$ cat config.mk
export PLATFORM = sky130hd
export DESIGN_NAME = pad_poll_to_hid_report_core
export DESIGN_NICKNAME = d
export VERILOG_FILES = /design/src/hdl/phr_pkg.sv /design/src/hdl/phr_decode.sv /design/src/hdl/pad_poll_to_hid_report_core.sv
export SDC_FILE = /design/constraint.sdc
export NUM_CORES = 1
export LEC_CHECK = 0
export BUFFER_PORTS_ARGS = -buffer_cell sky130_fd_sc_hd__buf_2
export CAP_MARGIN = 5
export CORE_AREA = 2 2 128 130
export CTS_BUF_LIST = sky130_fd_sc_hd__clkbuf_16
export DETAILED_ROUTE_END_ITERATION = 16
export DIE_AREA = 0 0 130 132
export PLACE_DENSITY = 0.89
export SLEW_MARGIN = 30
export SYNTH_ARGS = -nofsm -noshare
export SYNTH_HDL_FRONTEND = slang
export SYNTH_SLANG_ARGS = --single-unit
export TNS_END_PERCENT = 100
$ cat constraint.sdc
create_clock -name clk -period 6.9 [get_ports clk]
set_clock_uncertainty 0.2 [all_clocks]
set_input_delay 1.38 -clock clk [delete_from_list [all_inputs] [get_ports clk]]
set_output_delay 1.38 -clock clk [all_outputs]
set_load 0.005 [all_outputs]
$ cat src/hdl/phr_pkg.sv
package phr_pkg;

    typedef enum logic [1:0] {
        MODE_NONE = 2'd0,
        MODE_SR   = 2'd1,
        MODE_CHIP = 2'd2
    } mode_t;

    localparam logic [1:0] CFG_SR_CONFIRM   = 2'd0;
    localparam logic [1:0] CFG_CHIP_CONFIRM = 2'd1;
    localparam logic [1:0] CFG_CHIP_FAIL    = 2'd2;

    localparam logic [1:0] KIND_NONE  = 2'd0;
    localparam logic [1:0] KIND_PAD16 = 2'd1;
    localparam logic [1:0] KIND_STICK = 2'd2;
    localparam logic [1:0] KIND_CUBE  = 2'd3;

    localparam logic [2:0] MENU_NONE   = 3'd0;
    localparam logic [2:0] MENU_ALL    = 3'd1;
    localparam logic [2:0] MENU_LR     = 3'd2;
    localparam logic [2:0] MENU_UD     = 3'd3;
    localparam logic [2:0] MENU_UDR    = 3'd4;
    localparam logic [2:0] MENU_ULR    = 3'd5;
    localparam logic [2:0] MENU_UDL    = 3'd6;

    localparam logic [7:0] AXIS_CENTER = 8'h80;
    localparam logic [3:0] HAT_CENTER  = 4'd8;

    localparam int IN_DATA_W  = 88;
    localparam int OUT_DATA_W = 80;

    typedef struct packed {
        logic [7:0] sr_confirm_reads;
        logic [7:0] chip_confirm_reads;
        logic [7:0] chip_fail_limit;
    } cfg_t;

    typedef struct packed {
        mode_t      poll_mode;
        logic [3:0] held_dpad;
        logic [2:0] held_menu;
        logic [7:0] good_count;
        logic [7:0] fail_count;
    } state_t;

    typedef struct packed {
        logic [7:0]  axis_six;
        logic [7:0]  axis_five;
        logic [7:0]  axis_four;
        logic [7:0]  axis_three;
        logic [7:0]  axis_two;
        logic [7:0]  axis_one;
        logic [7:0]  chip_byte_two;
        logic [7:0]  chip_byte_one;
        logic        sr_trailing;
        logic [15:0] sr_word;
    } poll_t;

    typedef struct packed {
        logic        report_sent;
        logic [1:0]  report_mode;
        logic [1:0]  device_kind;
        logic [15:0] button_bits;
        logic [3:0]  hat_value;
        logic [7:0]  stick_x;
        logic [7:0]  stick_y;
        logic [7:0]  stick_rx;
        logic [7:0]  stick_ry;
        logic [7:0]  trigger_left;
        logic [7:0]  trigger_right;
        logic [1:0]  next_mode;
    } report_t;

    // dpad bits: 3 up, 2 down, 1 left, 0 right (active high)
    function automatic logic [3:0] hat_of_dpad(input logic [3:0] dpad);
        logic [3:0] hat;
        case (dpad)
            4'h1:    hat = 4'd2;
            4'h2:    hat = 4'd6;
            4'h4:    hat = 4'd4;
            4'h5:    hat = 4'd3;
            4'h6:    hat = 4'd5;
            4'h8:    hat = 4'd0;
            4'h9:    hat = 4'd1;
            4'hA:    hat = 4'd7;
            default: hat = HAT_CENTER;
        endcase
        return hat;
    endfunction

    function automatic logic [2:0] menu_code(input logic [3:0] dpad);
        logic [2:0] code;
        case (dpad)
            4'hF:    code = MENU_ALL;
            4'hC:    code = MENU_LR;
            4'h3:    code = MENU_UD;
            4'hD:    code = MENU_UDR;
            4'hB:    code = MENU_ULR;
            4'hE:    code = MENU_UDL;
            default: code = MENU_NONE;
        endcase
        return code;
    endfunction

endpackage

$ cat src/hdl/phr_decode.sv
module phr_decode (
    input  phr_pkg::cfg_t    cfg,
    input  phr_pkg::state_t  state,
    input  phr_pkg::poll_t   poll,
    output phr_pkg::state_t  state_next,
    output phr_pkg::report_t report
);
    import phr_pkg::*;

    report_t    neutral;
    report_t    blank;
    logic [15:0] nv;
    logic [3:0] sr_dpad;
    logic       sr_plus;
    logic       sr_minus;
    logic [3:0] sr_held;
    logic [15:0] sr_btn;
    logic [7:0] b1;
    logic [7:0] b2;
    logic       present;
    logic       cube;
    logic [3:0] chip_dpad;
    logic [2:0] code;
    logic [2:0] menu_new;
    logic [3:0] chip_held;
    logic [15:0] chip_btn;

    always_comb
    begin
        neutral = '0;
        neutral.report_sent = 1'b1;
        neutral.hat_value   = HAT_CENTER;
        neutral.stick_x     = AXIS_CENTER;
        neutral.stick_y     = AXIS_CENTER;
        neutral.stick_rx    = AXIS_CENTER;
        neutral.stick_ry    = AXIS_CENTER;
        blank = '0;
    end

    // shift-register pad decode
    always_comb
    begin
        nv = ~poll.sr_word;
        sr_dpad = {nv[9:8], nv[5:4]};
        sr_plus  = (sr_dpad[1:0] == 2'b11);
        sr_minus = (sr_dpad[3:2] == 2'b11);
        // opposite directions held together keep the previous direction
        sr_held = {sr_minus ? state.held_dpad[3:2] : sr_dpad[3:2],
                   sr_plus  ? state.held_dpad[1:0] : sr_dpad[1:0]};
        sr_btn = '0;
        sr_btn[0]  = nv[13];
        sr_btn[1]  = nv[3];
        sr_btn[2]  = nv[12];
        sr_btn[3]  = nv[2];
        sr_btn[4]  = nv[11];
        sr_btn[5]  = nv[10];
        sr_btn[6]  = nv[1];
        sr_btn[7]  = nv[0];
        sr_btn[10] = nv[14];
        sr_btn[12] = sr_plus;
        sr_btn[13] = nv[15];
        sr_btn[15] = sr_minus;
    end

    // chip pad decode
    always_comb
    begin
        b1 = poll.chip_byte_one;
        b2 = poll.chip_byte_two;
        present = b2[7];
        cube    = b2[6];
        chip_dpad = ~b1[3:0];
        code      = MENU_NONE;
        menu_new  = state.held_menu;
        chip_held = state.held_dpad;
        if ((chip_dpad[1:0] == 2'b11) || (chip_dpad[3:2] == 2'b11))
        begin
            // opposite directions are menu keys, only while no direction is held
            if (state.held_dpad == 4'h0)
            begin
                code = menu_code(chip_dpad);
                if (state.held_menu == MENU_NONE)
                    menu_new = code;
                if (menu_new != code)
                    code = menu_new;
            end
        end
        else
        begin
            chip_held = chip_dpad;
            menu_new  = MENU_NONE;
        end
        chip_btn = '0;
        chip_btn[0]  = ~b1[6];
        chip_btn[1]  = ~b1[7];
        chip_btn[2]  = ~b2[3];
        chip_btn[3]  = ~b2[2];
        chip_btn[4]  = ~b1[5];
        chip_btn[5]  = ~b1[4];
        chip_btn[6]  = ~b2[5];
        chip_btn[7]  = ~b2[4];
        chip_btn[8]  = ~cube & ~b2[1];
        chip_btn[9]  = ~cube & ~b2[0];
        chip_btn[10] = (code == MENU_ULR);
        chip_btn[11] = (code == MENU_ALL);
        chip_btn[12] = (code == MENU_LR);
        chip_btn[13] = (code == MENU_UDL);
        chip_btn[14] = (code == MENU_UDR);
        chip_btn[15] = (code == MENU_UD);
    end

    always_comb
    begin
        state_next = state;
        report     = blank;
        unique case (state.poll_mode)
            MODE_SR:
            begin
                if (poll.sr_trailing)
                begin
                    state_next = '0;
                    state_next.poll_mode = MODE_CHIP;
                    report.next_mode = MODE_CHIP;
                end
                else if (state.good_count < cfg.sr_confirm_reads)
                begin
                    state_next.good_count = state.good_count + 8'd1;
                    report = neutral;
                    report.report_mode = MODE_SR;
                    report.next_mode   = MODE_SR;
                end
                else
                begin
                    state_next.held_dpad = sr_held;
                    report = neutral;
                    report.report_mode = MODE_SR;
                    report.next_mode   = MODE_SR;
                    report.device_kind = KIND_PAD16;
                    report.button_bits = sr_btn;
                    report.hat_value   = hat_of_dpad(sr_held);
                end
            end
            MODE_CHIP:
            begin
                if (!present || (cube && b2[0]))
                begin
                    if (state.fail_count < cfg.chip_fail_limit)
                    begin
                        state_next.fail_count = state.fail_count + 8'd1;
                        report.next_mode = MODE_CHIP;
                    end
                    else
                    begin
                        state_next = '0;
                        state_next.poll_mode = MODE_NONE;
                        report.next_mode = MODE_NONE;
                    end
                end
                else
                begin
                    state_next.fail_count = '0;
                    state_next.held_dpad  = chip_held;
                    state_next.held_menu  = menu_new;
                    report = neutral;
                    report.report_mode = MODE_CHIP;
                    report.next_mode   = MODE_CHIP;
                    if (state.good_count < cfg.chip_confirm_reads)
                    begin
                        state_next.good_count = state.good_count + 8'd1;
                    end
                    else
                    begin
                        report.button_bits = chip_btn;
                        report.hat_value   = hat_of_dpad(chip_held);
                        if (cube)
                        begin
                            report.device_kind   = KIND_CUBE;
                            report.stick_x       = poll.axis_one;
                            report.stick_y       = ~poll.axis_two;
                            report.stick_rx      = poll.axis_three;
                            report.stick_ry      = ~poll.axis_four;
                            report.trigger_left  = poll.axis_five;
                            report.trigger_right = poll.axis_six;
                        end
                        else
                        begin
                            // x + 128 and 127 - y, both modulo 256
                            report.device_kind = KIND_STICK;
                            report.stick_x = {~poll.axis_one[7], poll.axis_one[6:0]};
                            report.stick_y = {poll.axis_two[7], ~poll.axis_two[6:0]};
                        end
                    end
                end
            end
            default:
            begin
                // none mode and the unused code
                state_next = '0;
                state_next.poll_mode = MODE_SR;
                report = neutral;
                report.report_mode = MODE_NONE;
                report.next_mode   = MODE_SR;
            end
        endcase
    end

endmodule

$ cat src/hdl/pad_poll_to_hid_report_core.sv
// Pad poll to gamepad report core.
// Slave stream (s_*) takes one finished poll frame per transfer; master stream
// (m_*) gives exactly one report per frame, in order. A report with
// report_sent low carries only next_mode, which tells the port logic which
// protocol to poll next.
// Configuration: cfg_wr_en writes cfg_data into register cfg_index
// (0 sr_confirm_reads, 1 chip_confirm_reads, 2 chip_fail_limit); other
// indexes are ignored. Write only while no frame is in flight.
// Path: a frame is captured in the input register, then decoded into the report
// register, which drives m_tvalid. Throughput: one frame per cycle while the
// receiver does not stall; the decode and its small state feedback fit between
// the two registers.
// When the receiver stalls, the report register holds and the input register
// keeps one more frame; s_tready drops only when both are full.
// Reset (rst_n low, asynchronous) empties both registers, sets none mode,
// clears the held d-pad, menu code and counters, and loads the register
// defaults 15, 15 and 5.
module pad_poll_to_hid_report_core (
    input  logic        clk,
    input  logic        rst_n,
    input  logic        cfg_wr_en,
    input  logic [1:0]  cfg_index,
    input  logic [7:0]  cfg_data,
    input  logic        s_tvalid,
    output logic        s_tready,
    // sr_word, sr_trailing, chip_byte_one, chip_byte_two, axis_one .. axis_six
    input  logic [phr_pkg::IN_DATA_W-1:0]  s_tdata,
    output logic        m_tvalid,
    input  logic        m_tready,
    // report_sent, report_mode, button_bits, hat_value, stick_x, stick_y,
    // stick_rx, stick_ry, trigger_left, trigger_right, next_mode
    output logic [phr_pkg::OUT_DATA_W-1:0] m_tdata,
    // device_kind
    output logic [1:0]  m_tuser
);
    import phr_pkg::*;

    localparam int POLL_W = $bits(poll_t);
    localparam int REP_W  = $bits(report_t) - 2;

    cfg_t    cfg_reg;
    state_t  state_reg;
    state_t  state_next;
    logic    in_valid_reg;
    poll_t   in_data_reg;
    logic    out_valid_reg;
    report_t out_data_reg;
    report_t report_next;
    logic    advance;

    assign advance  = in_valid_reg && (!out_valid_reg || m_tready);
    assign s_tready = !in_valid_reg || advance;

    always_ff @(posedge clk or negedge rst_n)
    begin
        if (!rst_n)
        begin
            cfg_reg.sr_confirm_reads   <= 8'd15;
            cfg_reg.chip_confirm_reads <= 8'd15;
            cfg_reg.chip_fail_limit    <= 8'd5;
        end
        else if (cfg_wr_en)
        begin
            unique case (cfg_index)
                CFG_SR_CONFIRM:   cfg_reg.sr_confirm_reads   <= cfg_data;
                CFG_CHIP_CONFIRM: cfg_reg.chip_confirm_reads <= cfg_data;
                CFG_CHIP_FAIL:    cfg_reg.chip_fail_limit    <= cfg_data;
                default:          ;
            endcase
        end
    end

    always_ff @(posedge clk or negedge rst_n)
    begin
        if (!rst_n)
        begin
            in_valid_reg  <= 1'b0;
            out_valid_reg <= 1'b0;
            state_reg     <= '0;
        end
        else
        begin
            if (s_tready)
                in_valid_reg <= s_tvalid;
            if (advance)
            begin
                out_valid_reg <= 1'b1;
                state_reg     <= state_next;
            end
            else if (m_tready)
                out_valid_reg <= 1'b0;
        end
    end

    always_ff @(posedge clk)
    begin
        if (s_tready && s_tvalid)
            in_data_reg <= poll_t'(s_tdata[POLL_W-1:0]);
        if (advance)
            out_data_reg <= report_next;
    end

    phr_decode u_decode (
        .cfg        (cfg_reg),
        .state      (state_reg),
        .poll       (in_data_reg),
        .state_next (state_next),
        .report     (report_next)
    );

    assign m_tvalid = out_valid_reg;
    assign m_tuser  = out_data_reg.device_kind;
    assign m_tdata  = {{(OUT_DATA_W-REP_W){1'b0}},
                       out_data_reg.next_mode,
                       out_data_reg.trigger_right,
                       out_data_reg.trigger_left,
                       out_data_reg.stick_ry,
                       out_data_reg.stick_rx,
                       out_data_reg.stick_y,
                       out_data_reg.stick_x,
                       out_data_reg.hat_value,
                       out_data_reg.button_bits,
                       out_data_reg.report_mode,
                       out_data_reg.report_sent};

    a_ready_only_when_full: assert property (@(posedge clk) disable iff (!rst_n)
        !s_tready |-> (in_valid_reg && out_valid_reg && !m_tready))
        else $error("input stalled while a stage is free");

    a_advance_loads_output: assert property (@(posedge clk) disable iff (!rst_n)
        advance |=> out_valid_reg)
        else $error("decoded frame did not reach the report register");

    a_none_mode_clears: assert property (@(posedge clk) disable iff (!rst_n)
        (advance && state_reg.poll_mode == MODE_NONE) |=>
        (state_reg.poll_mode == MODE_SR && state_reg.good_count == 8'd0 &&
         state_reg.fail_count == 8'd0 && state_reg.held_dpad == 4'h0))
        else $error("none mode did not clear the state");

    a_blank_report: assert property (@(posedge clk) disable iff (!rst_n)
        (out_valid_reg && !out_data_reg.report_sent) |->
        (out_data_reg.button_bits == 16'h0000 && out_data_reg.device_kind == KIND_NONE &&
         out_data_reg.hat_value == 4'd0 && out_data_reg.stick_x == 8'h00))
        else $error("report without report_sent carries data");

    a_mode_follows_next: assert property (@(posedge clk) disable iff (!rst_n)
        advance |=> (state_reg.poll_mode == mode_t'(out_data_reg.next_mode)))
        else $error("next_mode disagrees with the stored mode");

endmodule

### Yosys cells after proc, flatten, opt, wreduce, memory -nomap -nowiden

Memory sizes are Yosys's and may differ from the RTL's.
Index checks and enable logic that the tools add are counted.

| storage, ports and cells | value |
|---|---|
| input bits | 103 |
| logic and storage cells | 149 |
| memory bits (writable) | 0 |
| bits in registers | 207 |
| memories | 2 |
| ROM bits | 128 |
| output and inout bits | 84 |
| bits in latches | 0 |

Memories:

| memory | words | width | rd ports | clocked after Yosys merged registers in | wr ports | line | RTL |
|---|---|---|---|---|---|---|---|
| (name not given) | 16 | 4 | 1 | 0 | 0 | phr_pkg.sv:77 | `case (dpad)` |
| (name not given) | 16 | 4 | 1 | 0 | 0 | phr_pkg.sv:77 |  |

| cells by class | value |
|---|---|
| magnitude comparators | 3 |
| $add $sub $neg | 2 |
| mux-type cells | 40 |
| shifts and indexed selects | 0 |
| $mul | 0 |
| bitwise operators | 19 |
| divide/modulo/power cells | 0 |
| reductions and logical operators | 22 |
| equality and inequality tests | 29 |

Operators by type and width:

| kind | count |
|---|---|
| 75-bit case mux with 2 select lines | 1 |
| 73-bit 2-to-1 mux | 2 |
| 71-bit 2-to-1 mux | 1 |
| 70-bit 2-to-1 mux | 1 |
| 25-bit case mux with 2 select lines | 1 |
| 8-bit 2-to-1 mux | 5 |
| 3-bit 2-to-1 mux | 11 |
| 32-bit 2-to-1 mux | 1 |
| 8-bit < comparator | 3 |
| 23-bit 2-to-1 mux | 1 |
| 4-bit == test, second input constant | 5 |
| 3-bit case mux with 6 select lines | 1 |
| 17-bit 2-to-1 mux | 1 |
| 8-bit by 1-bit adder with 8-bit output, second input constant | 2 |
| 16-bit 2-to-1 mux | 1 |
| 16-bit NOT | 1 |
| 8-bit NOT | 2 |
| 2-bit 2-to-1 mux | 7 |
| 2-bit == test, second input constant | 6 |
| 4-bit 2-to-1 mux | 3 |
| 1-bit NOT | 12 |
| 4-bit AND reduction | 3 |
| 3-bit == test, second input constant | 3 |
| 2-bit AND reduction | 4 |
| other kinds (23) | 37 |

### Logic depth before layout (Yosys ltp)

Gate-level depths: netlist of the first run.

| depth | value |
|---|---|
| depth after elaboration | 16 |
| gate-level depth with buffers | 11 |

### By module

A second synthesis of the first run with hierarchy kept.

| unflattened totals | value |
|---|---|
| cells, all modules | 683 |
| area, all modules | 9251.4 um^2 |

Modules (own cells, without submodules):

| module | cells an instance | instances | area each (um^2) |
|---|---|---|---|
| pad_poll_to_hid_report_core | 276 | 1 | 6687.7 |
| phr_decode | 407 | 1 | 2563.7 |

### Worst setup path before layout of the first run

OpenSTA, ideal clock, no wires.

| path | value |
|---|---|
| kind | input -> register |
| from | input port m_tready |
| to | register in_data_reg[0] (netlist name), enable pin |
| setup slack | 2855 ps |
| cell stages on the path | 2 |
| required time | 6254 ps |
| buffers on the path | 0 |
| library setup time | 446 ps |
| arrival | 3398 ps |
| cells stage by stage | nand3b_1 -> and2_1 |

| on the way | value |
|---|---|
| cells in the longest elaborated chain, start to end | 4 |

RTL lines:

| item | line | RTL |
|---|---|---|
| start, declared | pad_poll_to_hid_report_core.sv:29 | `input logic m_tready,` |
| 1-bit logical OR | pad_poll_to_hid_report_core.sv:51 | `assign advance = in_valid_reg && (!out_valid_reg \|\| m_tready);` |
| 1-bit logical AND | pad_poll_to_hid_report_core.sv:51 |  |
| 1-bit logical OR | pad_poll_to_hid_report_core.sv:52 | `assign s_tready = !in_valid_reg \|\| advance;` |
| 1-bit logical AND | pad_poll_to_hid_report_core.sv:97 | `if (s_tready && s_tvalid)` |
| end signal, assigned | pad_poll_to_hid_report_core.sv:98 | `in_data_reg <= poll_t'(s_tdata[POLL_W-1:0]);` |
| end, declared | pad_poll_to_hid_report_core.sv:45 | `poll_t in_data_reg;` |

Every way passes these cells.
A chain may end at the register's enable or synchronous reset.

### Worst setup path in the final report of the first run

| path | value |
|---|---|
| from | input port m_tready |
| to | output port s_tready |

| on the way | value |
|---|---|
| cells in the longest elaborated chain, start to end | 3 |

RTL lines:

| item | line | RTL |
|---|---|---|
| 1-bit logical OR | pad_poll_to_hid_report_core.sv:51 |  |
| 1-bit logical AND | pad_poll_to_hid_report_core.sv:51 |  |
| 1-bit logical OR | pad_poll_to_hid_report_core.sv:52 |  |
| end, declared | pad_poll_to_hid_report_core.sv:25 | `output logic s_tready,` |

Every way passes these cells.

==> results.sh, run 1 <==
export IMPL_synthesis_yosys_warnings=0
export IMPL_die_area_um2=17200
export IMPL_global_route_wire_length_before_repair_um=28200
export IMPL_final_max_slew_violation_count=0
export IMPL_ant_nets=0
export IMPL_start_kind="primary input"
export IMPL_finalHoldViolations=0
export IMPL_wl_per_cell_um=17.5
export IMPL_endpoint_kind="output pin"
export IMPL_yosysSeqAreaShare_pct=69.3
export IMPL_power_density_cell_area_nw_per_um2=304
export IMPL_most_common_cell_after_layout_fill_and_taps_aside="sky130_fd_sc_hd__buf_2"
export IMPL_share_of_synthesized_registers_carrying_an_async_set_or_reset_pct=24.9
export IMPL_final_core_utilization_pct=66.1
export IMPL_synth_cells=600
export IMPL_final_layout_size_suffix_gt1_share_pct=32.6
export IMPL_first_global_vias=5438
export IMPL_placeableCoreArea_um2=15700
export IMPL_htreeDepth=1
export IMPL_drcViolationCount=0
export IMPL_global_route_total_usage_across_every_layer_pct=21.0
export IMPL_post_synth_num_cell_types=65
export IMPL_period_needed_ps=3380
export IMPL_antenna_found_initial=1
export IMPL_num_rows=46
export IMPL_fill_cells=1062
export IMPL_grt_ovfl_total=0
export IMPL_max_cap_viols=0
export IMPL_crit_chain="buf_2 > nand3b_1 > buf_2"
export IMPL_critical_path_top_cell_by_count="sky130_fd_sc_hd__buf_2"
export IMPL_criticalPathCategory="primary input to output pin"
export IMPL_post_cts_setup_buffer_count=0
export IMPL_dr_total_vias=5516
export IMPL_hold_buffers=0
export IMPL_vias_per_cell=5.43
export IMPL_path_clk_slew_ps=60
export IMPL_cts_buffers_inserted=21
export IMPL_synth_main_ff_cell="sky130_fd_sc_hd__edfxtp_1"
export IMPL_chip_width_um=130
export IMPL_drt_iter0_drc=371
export IMPL_clock_path_buffers=3
export IMPL_synth_enable_flop_cells=154
export IMPL_max_freq_ghz=0.296
export IMPL_relSlewSlack_pct=42.9
export IMPL_number_of_endpoints_failing_setup_at_the_final_stage=0
export IMPL_cp_data_required_time_ps=5320
export IMPL_cp_arrival_ps=1800
export IMPL_final_period_utilization_pct=49.0
export IMPL_max_slew_worst_pin_slew_ps=851
export IMPL_grt_start_max_net_pins=79
export IMPL_path_max_fanout=3
export IMPL_clock_network_latency_to_the_later_pin_of_the_worst_skew_pair_ps=500
export IMPL_tritoncts="done"
export IMPL_clock_sinks=205
export IMPL_synth_top_area_share_pct=54.2
export IMPL_clockRootBuffer="sky130_fd_sc_hd__clkbuf_16"
export IMPL_vdd_ir_drop_worst_mv=0.224
export IMPL_outcome="complete, no violations"
export IMPL_synthTopCellsByArea="sky130_fd_sc_hd__edfxtp_1, sky130_fd_sc_hd__dfrtp_1, sky130_fd_sc_hd__ha_1"
export IMPL_postRouteWirelength_um=17800
export IMPL_globalplace_congestion=0.848
export IMPL_worst_hold_path_type="flip-flop to flip-flop"
export IMPL_start_util_pct=54.3
export IMPL_syn_to_final_growth_pct=21.6
export IMPL_detailed_place_hpwl_um=12200
export IMPL_power_leakage_uw=0.00452
export IMPL_syn_area_per_cell_um2=14.2
export IMPL_io_pins=187
export IMPL_synth_ff_latch_count=205
export IMPL_drtPass1Iterations=4
export IMPL_port_buffers=170
export IMPL_dieHeight_um=132
export IMPL_critPathTopFamily="buffers and inverters"
export IMPL_synth_cell_area_um2=8530
export IMPL_rsz0062_at_grt="no"
export IMPL_multi_input_comb_area_um2=2380
export IMPL_crit_buf_inv=2
export IMPL_nets=917
export IMPL_cts_resized_gates=0
export IMPL_timing_critical_path_slowest_stage_cell="sky130_fd_sc_hd__nand3b_1"
export IMPL_netlist_top_cell_by_area="sky130_fd_sc_hd__edfxtp_1"
export IMPL_largest_register_ff_count=79
export IMPL_timing_critical_path_slowest_cell_delay_ps=180
export IMPL_seqCellArea_um2=5910
export IMPL_most_frequent_cells_in_the_layout="sky130_fd_sc_hd__buf_2, sky130_fd_sc_hd__edfxtp_1, sky130_fd_sc_hd__inv_1, sky130_fd_sc_hd__dfrtp_1, sky130_fd_sc_hd__nor2_1"
export IMPL_fin_setup_tns_ps=0
-- power breakdown --
group	internal (uW)	total, uW	switching (uW)
registers	1470	1520	50.4
clock network	742	1190	452
logic	175	434	259
-- per-layer routing --
| layer | track usage (%) | vias up | part of all wire (%) | routed length, um |
|---|---|---|---|---|
| met3 | 3.33 | 67 | 6.0 | 1070 |
| met1 | 26.0 | 2627 | 38 | 6830 |
| met4 | 10.1 | 0 | 5.0 | 884 |
| li1 | - | 2575 | - | - |
| met5 | 0 | - | 0 | 0 |
| met2 | 35.7 | 247 | 51 | 8990 |
-- Yosys cell counts (6+ instances only) --
library cell and n:
sky130_fd_sc_hd__inv_1 39, sky130_fd_sc_hd__nor3_1 11, sky130_fd_sc_hd__o31ai_1 6, sky130_fd_sc_hd__dfrtp_1 41, sky130_fd_sc_hd__xor2_1 7, sky130_fd_sc_hd__nand3_1 7
sky130_fd_sc_hd__nand2b_1 9, sky130_fd_sc_hd__and2_1 8, sky130_fd_sc_hd__o21ai_0 29, sky130_fd_sc_hd__a21oi_1 17, sky130_fd_sc_hd__edfxtp_1 154, sky130_fd_sc_hd__ha_1 31
sky130_fd_sc_hd__dfstp_2 10, sky130_fd_sc_hd__mux2_2 25, sky130_fd_sc_hd__clkbuf_1 12, sky130_fd_sc_hd__nor2_1 38, sky130_fd_sc_hd__and3_1 28, sky130_fd_sc_hd__o22ai_1 15
sky130_fd_sc_hd__nand2_1 26, sky130_fd_sc_hd__buf_4 7
-- final timing paths --
path | startpoint | to | slack, ps | depth (start not counted)
min in group asynchronous | rst_n | state_reg[17] | 790 | 2
setup / recovery | m_tready | s_tready | 3520 | 3
setup reg to reg | cfg_reg[9] | m_tdata[51] | 3520 | 9
hold reg to reg | cfg_reg[5] | cfg_reg[5] | 300 | 1
max in group asynchronous | rst_n | m_tvalid | 5280 | 2
hold / removal | cfg_reg[5] | cfg_reg[5] | 300 | 1
-- cell type report --
type	instances	area share, %
flip-flops and latches	205	57.0
repair buffers	175	8.98
clock buffers	21	5.06
inverters	40	1.45
well taps	216	2.60
multi-input cells	340	22.9
diodes	1	0.0241
clock inverters	17	2.03
-- per-stage QoR --
| step | area (um^2) | setup WS (ps) | power [uW] | std cells | hold slack, ps |
|---|---|---|---|---|---|
| 2_1_floorplan | 8560 | 2860 | 1810 | 606 | 263 |
| 3_3_place_gp | 9580 | 3020 | 1950 | 973 | 291 |
| 3_5_place_dp | 9600 | 2930 | 1970 | 974 | 295 |
| 4_1_cts | 10300 | 3440 | 3160 | 1012 | 309 |
| 5_1_grt | 10400 | 3260 | 3280 | 1015 | 327 |
| 6_report | 10400 | 3520 | 3150 | 1015 | 305 |
-- cell families after synthesis --
| logic type | synth area share, % |
|---|---|
| AOI/OAI and AO/OA | 7.96 |
| adders and majority gates | 4.55 |
| xor gates and xnor gates | 1.13 |
| and+or+nand+nor | 10.2 |
| muxes | 3.65 |
| DFF | 69.3 |
| buffers and inverters | 3.17 |
| other | 0.0439 |
Note: power is estimated with default switching activity, not from simulation.
==> run 2, diff against run 1 <==
--- a/config.mk
+++ b/config.mk
@@ -5,13 +5,14 @@
 export SDC_FILE = /design/constraint.sdc
 export NUM_CORES = 1
 export LEC_CHECK = 0
+export ABC_AREA = 1
 export BUFFER_PORTS_ARGS = -buffer_cell sky130_fd_sc_hd__buf_2
 export CAP_MARGIN = 5
-export CORE_AREA = 2 2 128 130
+export CORE_AREA = 2 2 139 141
 export CTS_BUF_LIST = sky130_fd_sc_hd__clkbuf_16
 export DETAILED_ROUTE_END_ITERATION = 16
-export DIE_AREA = 0 0 130 132
-export PLACE_DENSITY = 0.89
+export DIE_AREA = 0 0 141 143
+export PLACE_DENSITY = 0.83
 export SLEW_MARGIN = 30
 export SYNTH_ARGS = -nofsm -noshare
 export SYNTH_HDL_FRONTEND = slang
==> constraint.sdc (replaced) <==
create_clock -name clk -period 2.8 [get_ports clk]
set_clock_uncertainty 0.2 [all_clocks]
set_input_delay 0.56 -clock clk [delete_from_list [all_inputs] [get_ports clk]]
set_output_delay 0.56 -clock clk [all_outputs]
set_load 0.005 [all_outputs]
==> results.sh, run 2 <==
export IMPL_outcome="complete, no violations"
export IMPL_clockRootBuffer="sky130_fd_sc_hd__clkbuf_16"
export IMPL_final_period_utilization_pct=88.8
export IMPL_power_leakage_uw=0.00490
export IMPL_worst_hold_path_type="primary input to flip-flop"
export IMPL_chip_width_um=141
export IMPL_max_freq_ghz=0.402
export IMPL_drtPass1Iterations=5
export IMPL_nets=1096
export IMPL_global_route_total_usage_across_every_layer_pct=18.8
export IMPL_dr_total_vias=6102
export IMPL_vias_per_cell=5.04
export IMPL_period_needed_ps=2490
export IMPL_finalHoldViolations=0
export IMPL_path_max_fanout=30
export IMPL_max_slew_worst_pin_slew_ps=571
export IMPL_total_power_uw=8090
export IMPL_cts_resized_gates=0
export IMPL_synth_ff_latch_count=205
export IMPL_synth_top_area_share_pct=51.7
export IMPL_start_kind="flip-flop"
export IMPL_criticalPathCategory="flip-flop to flip-flop"
export IMPL_seqCellArea_um2=5910
export IMPL_netlist_top_cell_by_area="sky130_fd_sc_hd__edfxtp_1"
export IMPL_detailed_place_hpwl_um=13600
export IMPL_placed_instances=1171
export IMPL_global_route_wire_length_before_repair_um=30000
export IMPL_fin_setup_tns_ps=0
export IMPL_die_area_um2=20200
export IMPL_rsz0062_at_grt="no"
export IMPL_relSlewSlack_pct=61.9
export IMPL_regToRegStartpoint="cfg_reg[11]"
export IMPL_most_frequent_cells_in_the_layout="sky130_fd_sc_hd__buf_2, sky130_fd_sc_hd__edfxtp_1, sky130_fd_sc_hd__nand2_1, sky130_fd_sc_hd__inv_1, sky130_fd_sc_hd__nor2_1"
export IMPL_post_synth_num_cell_types=44
export IMPL_synth_cells=772
export IMPL_num_rows=50
export IMPL_drt_iter0_drc=469
export IMPL_io_pins=187
export IMPL_globalplace_congestion=0.930
export IMPL_cp_arrival_ps=2500
export IMPL_htreeDepth=1
export IMPL_tritoncts="done"
export IMPL_endpoint_kind="flip-flop"
export IMPL_synthTopCellsByArea="sky130_fd_sc_hd__edfxtp_1, sky130_fd_sc_hd__dfrtp_1, sky130_fd_sc_hd__nand2_1"
export IMPL_number_of_endpoints_failing_setup_at_the_final_stage=0
export IMPL_startpoint="cfg_reg[11]"
export IMPL_wl_per_cell_um=15.8
export IMPL_clock_path_buffers=3
export IMPL_fill_cells=1436
export IMPL_synth_most_common_cell="sky130_fd_sc_hd__edfxtp_1"
export IMPL_placeableCoreArea_um2=18600
export IMPL_power_density_cell_area_nw_per_um2=751
export IMPL_max_cap_viols=0
export IMPL_multi_input_comb_area_um2=2460
export IMPL_grt_ovfl_total=0
export IMPL_start_util_pct=48.1
export IMPL_final_layout_size_suffix_gt1_share_pct=27.7
export IMPL_clock_sinks=205
export IMPL_synth_cell_area_um2=8940
export IMPL_drcViolationCount=0
export IMPL_antenna_found_initial=1
export IMPL_dieHeight_um=143
export IMPL_most_common_cell_after_layout_fill_and_taps_aside="sky130_fd_sc_hd__buf_2"
export IMPL_synth_cells_most_frequent="sky130_fd_sc_hd__edfxtp_1, sky130_fd_sc_hd__nand2_1, sky130_fd_sc_hd__inv_1"
export IMPL_post_layout_cell_count=1211
export IMPL_path_clk_slew_ps=60
export IMPL_synth_main_ff_cell="sky130_fd_sc_hd__edfxtp_1"
export IMPL_syn_area_per_cell_um2=11.6
export IMPL_largest_register_ff_count=79
export IMPL_clock_network_latency_to_the_later_pin_of_the_worst_skew_pair_ps=500
export IMPL_first_global_vias=6147
export IMPL_postRouteWirelength_um=19100
export IMPL_port_buffers=170
export IMPL_share_of_synthesized_registers_carrying_an_async_set_or_reset_pct=24.9
export IMPL_ant_nets=0
export IMPL_final_max_slew_violation_count=0
export IMPL_grt_start_max_net_pins=40
export IMPL_syn_to_final_growth_pct=20.6
export IMPL_vdd_ir_drop_worst_mv=0.570
export IMPL_synthesis_yosys_warnings=0
export IMPL_min_delay_start="s_tdata[9]"
export IMPL_yosysSeqAreaShare_pct=66.2
export IMPL_synth_enable_flop_cells=154
export IMPL_cp_data_required_time_ps=2810
export IMPL_cts_buffers_inserted=22
-- run 2: cell types whose count changed in the layout (fill, tap and decap cells not counted), moves of 9 or more --
| cell | before | now |
|---|---|---|
| sky130_fd_sc_hd__nand2_1 | 26 | 136 |
| sky130_fd_sc_hd__inv_1 | 42 | 111 |
| sky130_fd_sc_hd__nor2_1 | 38 | 69 |
| sky130_fd_sc_hd__and3_1 | 28 | 0 |
| sky130_fd_sc_hd__mux2_2 | 25 | 0 |
| sky130_fd_sc_hd__nand3_1 | 7 | 29 |
| sky130_fd_sc_hd__o21ai_0 | 29 | 47 |
| sky130_fd_sc_hd__nor2_2 | 0 | 12 |
| sky130_fd_sc_hd__inv_2 | 1 | 11 |
| sky130_fd_sc_hd__nand2b_1 | 9 | 0 |
-- run 2: report_power, final --
group / switching, uW / total, uW / internal, uW
sequential: 150 / 3860 / 3710
clock: 1130 / 2790 / 1660
combinational: 955 / 1440 / 481
total: 2240 / 8090 / 5860
-- run 2: metrics by stage --
stage | setup slack (ps) | area (um^2) | hold WS (ps) | utilization, %
after global routing | 166 | 10800 | 11.6 | 58.0
final | 315 | 10800 | 27.4 | 58.0
after detailed placement | 310 | 10100 | 274 | 54.2
after floorplan | 35.5 | 8970 | 64.4 | -
after global placement | 392 | 10100 | 269 | 54.2
after CTS | 292 | 10800 | 14.4 | 58.0
-- run 2: worst max-delay path, cell delays in order (launching register included) --
cell and delay [ps]:
sky130_fd_sc_hd__dfstp_2 530, sky130_fd_sc_hd__inv_1 40, sky130_fd_sc_hd__ha_1 300, sky130_fd_sc_hd__a21oi_1 150, sky130_fd_sc_hd__nand2_1 80, sky130_fd_sc_hd__nand2_2 90
sky130_fd_sc_hd__nand2_4 100, sky130_fd_sc_hd__nand2_8 200, sky130_fd_sc_hd__inv_6 70, sky130_fd_sc_hd__nand2_4 310, sky130_fd_sc_hd__nand2_1 130
-- run 2: path summary, 6_finish.rpt --
| check | end | slack [ps] | depth (start not counted) |
|---|---|---|---|
| worst max-delay path | m_tuser[0] | 310 | 10 |
| worst min-delay path | in_data_reg[9] | 30 | 1 |
| worst max register to register | m_tuser[0] | 310 | 10 |
| worst min register to register | cfg_reg[22] | 290 | 2 |
| max in group asynchronous | cfg_reg[19] | 1360 | 3 |
| min in group asynchronous | state_reg[2] | 350 | 2 |
-- run 2: final cells by class --
type | instances | area share, %
Clock inverter | 15 | 1.09
Inverter | 117 | 4.19
Multi-Input combinational cell | 437 | 22.8
Tap cell | 234 | 2.72
Timing Repair Buffer | 179 | 9.00
Antenna cell | 1 | 0.0232
Clock buffer | 23 | 5.34
Sequential cell | 205 | 54.8
-- run 2: what timing repair did --
action / 4_1_cts / 5_1_grt
hold buffers: 1 / 0
setup buffers: 0 / 0
endpoints found under the hold margin: 17 / 0
-- run 2: cell families (layout without fill, tap and decap cells) --
family,count (synthesis),after routing,synth area share [%]
XOR/XNOR,11,11,1.08
AO/OA/AOI/OAI,101,101,6.37
AND/OR/NAND/NOR,287,287,15.4
adder cells (fa/ha/maj),31,31,4.34
buffers and inverters,136,334,6.59
other,1,8,0.0420
flip-flops,205,205,66.2
-- run 2: metal layers --
metal / track usage [%] / routed length [um] / share of wire (%) / up-vias
li1: - / - / - / 2961
met1: 22.2 / 7600 / 40 / 2899
met2: 33.6 / 9810 / 51 / 195
met3: 3.72 / 1050 / 5.5 / 47
met4: 7.63 / 667 / 3.5 / 0
met5: 0 / 0 / 0 / -
==> run 3, diff against run 2 <==
--- a/config.mk
+++ b/config.mk
@@ -8,11 +8,11 @@
 export ABC_AREA = 1
 export BUFFER_PORTS_ARGS = -buffer_cell sky130_fd_sc_hd__buf_2
 export CAP_MARGIN = 5
-export CORE_AREA = 2 2 139 141
+export CORE_AREA = 2 2 176 178
 export CTS_BUF_LIST = sky130_fd_sc_hd__clkbuf_16
 export DETAILED_ROUTE_END_ITERATION = 16
-export DIE_AREA = 0 0 141 143
-export PLACE_DENSITY = 0.83
+export DIE_AREA = 0 0 178 180
+export PLACE_DENSITY = 0.59
 export SLEW_MARGIN = 30
 export SYNTH_ARGS = -nofsm -noshare
 export SYNTH_HDL_FRONTEND = slang
==> results.sh, run 3 (same netlist as run 2, synthesis figures left out) <==
export IMPL_outcome="complete, no violations"
export IMPL_placeableCoreArea_um2=30200
export IMPL_grt_start_max_net_pins=80
export IMPL_dr_total_vias=6053
export IMPL_power_density_cell_area_nw_per_um2=734
export IMPL_syn_to_final_growth_pct=29.0
export IMPL_cts_buffers_inserted=23
export IMPL_cp_arrival_ps=2460
export IMPL_drcViolationCount=0
export IMPL_vdd_ir_drop_worst_mv=0.497
export IMPL_finalHoldViolations=0
export IMPL_power_leakage_uw=0.00511
export IMPL_dieHeight_um=180
export IMPL_grt_ovfl_total=0
export IMPL_max_slew_worst_pin_slew_ps=541
export IMPL_htreeDepth=1
export IMPL_ant_nets=0
export IMPL_final_layout_size_suffix_gt1_share_pct=26.8
export IMPL_grtUsageMet3_pct=2.31
export IMPL_timing_critical_path_slowest_cell_delay_ps=530
export IMPL_cp_data_required_time_ps=2850
export IMPL_clockRootBuffer="sky130_fd_sc_hd__clkbuf_16"
export IMPL_critPathTopFamily="simple AND/OR/NAND/NOR gates"
export IMPL_cts_resized_gates=0
export IMPL_rsz0062_at_grt="no"
export IMPL_path_max_fanout=30
export IMPL_post_layout_cell_count=1423
export IMPL_tritoncts="done"
export IMPL_busiest_layer="met2"
export IMPL_largest_register_ff_count=79
export IMPL_final_max_slew_violation_count=0
export IMPL_gr_usage_met1_pct=15.8
export IMPL_design_area_um2=11500
export IMPL_detailed_place_hpwl_um=14700
export IMPL_crit_chain="inv_1 > ha_1 > nand2_1 > inv_1 > nand2_1 > nand2_1 > nand2_2 > nand2_4 > nand2_8 > inv_6 > nand2_4 > nor2_1"
export IMPL_worst_hold_path_type="primary input to flip-flop"
export IMPL_number_of_endpoints_failing_setup_at_the_final_stage=0
export IMPL_num_rows=64
export IMPL_nets=1143
export IMPL_drt_iter0_drc=300
export IMPL_fin_setup_tns_ps=0
export IMPL_first_global_vias=6073
export IMPL_max_cap_viols=0
export IMPL_max_freq_ghz=0.415
export IMPL_final_period_utilization_pct=86.1
export IMPL_start_util_pct=29.6
export IMPL_period_needed_ps=2410
export IMPL_clock_network_latency_to_the_later_pin_of_the_worst_skew_pair_ps=520
export IMPL_critical_path_top_cell_by_count="sky130_fd_sc_hd__nand2_1"
export IMPL_path_clk_slew_ps=60
export IMPL_clock_path_buffers=3
export IMPL_most_frequent_cells_in_the_layout="sky130_fd_sc_hd__buf_2, sky130_fd_sc_hd__edfxtp_1, sky130_fd_sc_hd__nand2_1, sky130_fd_sc_hd__inv_1, sky130_fd_sc_hd__nor2_1"
export IMPL_die_area_um2=32000
export IMPL_antenna_found_initial=1
export IMPL_global_route_total_usage_across_every_layer_pct=12.9
export IMPL_global_route_usage_met2_pct=22.2
export IMPL_postRouteWirelength_um=20800
export IMPL_chip_width_um=178
export IMPL_wl_per_cell_um=14.6
export IMPL_timing_critical_path_slowest_stage_cell="sky130_fd_sc_hd__dfstp_2"
export IMPL_drtPass1Iterations=4
export IMPL_crit_buf_inv=3
export IMPL_placement_cell_area_um2=10300
export IMPL_globalplace_congestion=0.856
export IMPL_start_kind="flip-flop"
export IMPL_port_buffers=170
export IMPL_placed_instances=1332
export IMPL_endpoint_kind="flip-flop"
export IMPL_io_pins=187
export IMPL_most_common_cell_after_layout_fill_and_taps_aside="sky130_fd_sc_hd__buf_2"
export IMPL_vias_per_cell=4.25
export IMPL_relSlewSlack_pct=64.0
export IMPL_global_route_wire_length_before_repair_um=32500
export IMPL_clock_sinks=205
export IMPL_criticalPathCategory="flip-flop to flip-flop"
[run 3: changes by cell type in the layout (fill, tap and decap cells not counted), sizes merged]
cell and change:
dlygate4sd3 +47, clkinv +7, inv -6, bufinv +2, buf -1, clkinvlp +1
[run 3: power breakdown]
group / switching, uW / total (uW) / internal (uW)
clock: 1240 / 3120 / 1880
combinational: 963 / 1470 / 512
sequential: 153 / 3870 / 3720
[run 3: final cells by class]
type	instances	area [um^2]
Multi-Input combinational cell	437	2460
Sequential cell	205	5910
Clock buffer	23	576
Timing Repair Buffer	225	1420
Tap cell	396	495
Fill cell	2899	18700
Inverter	117	452
Clock inverter	19	211
Antenna cell	1	2.50
[run 3: layer usage]
metal | wire (um) | vias to the layer above
li1 | - | 3054
met1 | 8750 | 2816
met2 | 10300 | 135
met3 | 989 | 48
met4 | 748 | 0
met5 | 0 | -
[run 3: worst paths after layout]
check / from / end / slack, ps / depth (start not counted)
max: cfg_reg[11] / m_tdata[59] / 390 / 12
max in group asynchronous: rst_n / cfg_reg[8] / 1710 / 3
min reg2reg: cfg_reg[21] / cfg_reg[21] / 290 / 2
max reg2reg: cfg_reg[11] / m_tdata[59] / 390 / 12
min in group asynchronous: rst_n / state_reg[1] / 370 / 3
min: s_tdata[61] / in_data_reg[61] / 20 / 1
[run 3: stage by stage]
step                      setup slack, ps  hold slack [ps]  utilization, %  power (uW)
after floorplan                      35.5             64.4               -        4800
after global placement                399              271            34.0        5340
after detailed placement              376              274            34.0        5370
after CTS                             372           0.0180            37.9        8560
after global routing                  190            -3.50            38.2        8900
final                                 388             20.1            38.2        8460
[run 3: worst register-to-register path, delay by kind of cell, from the launching register on]
kind,cells,cell delay [ps]
adders and majority gates,1,300
DFF,1,530
buffers and inverters,3,140
and+or+nand+nor,8,1000
[run 3: repair_timing]
item                      4_1_cts  5_1_grt
buffers inserted                0        0
hold endpoints to repair       78       10
hold buffers                   38       10
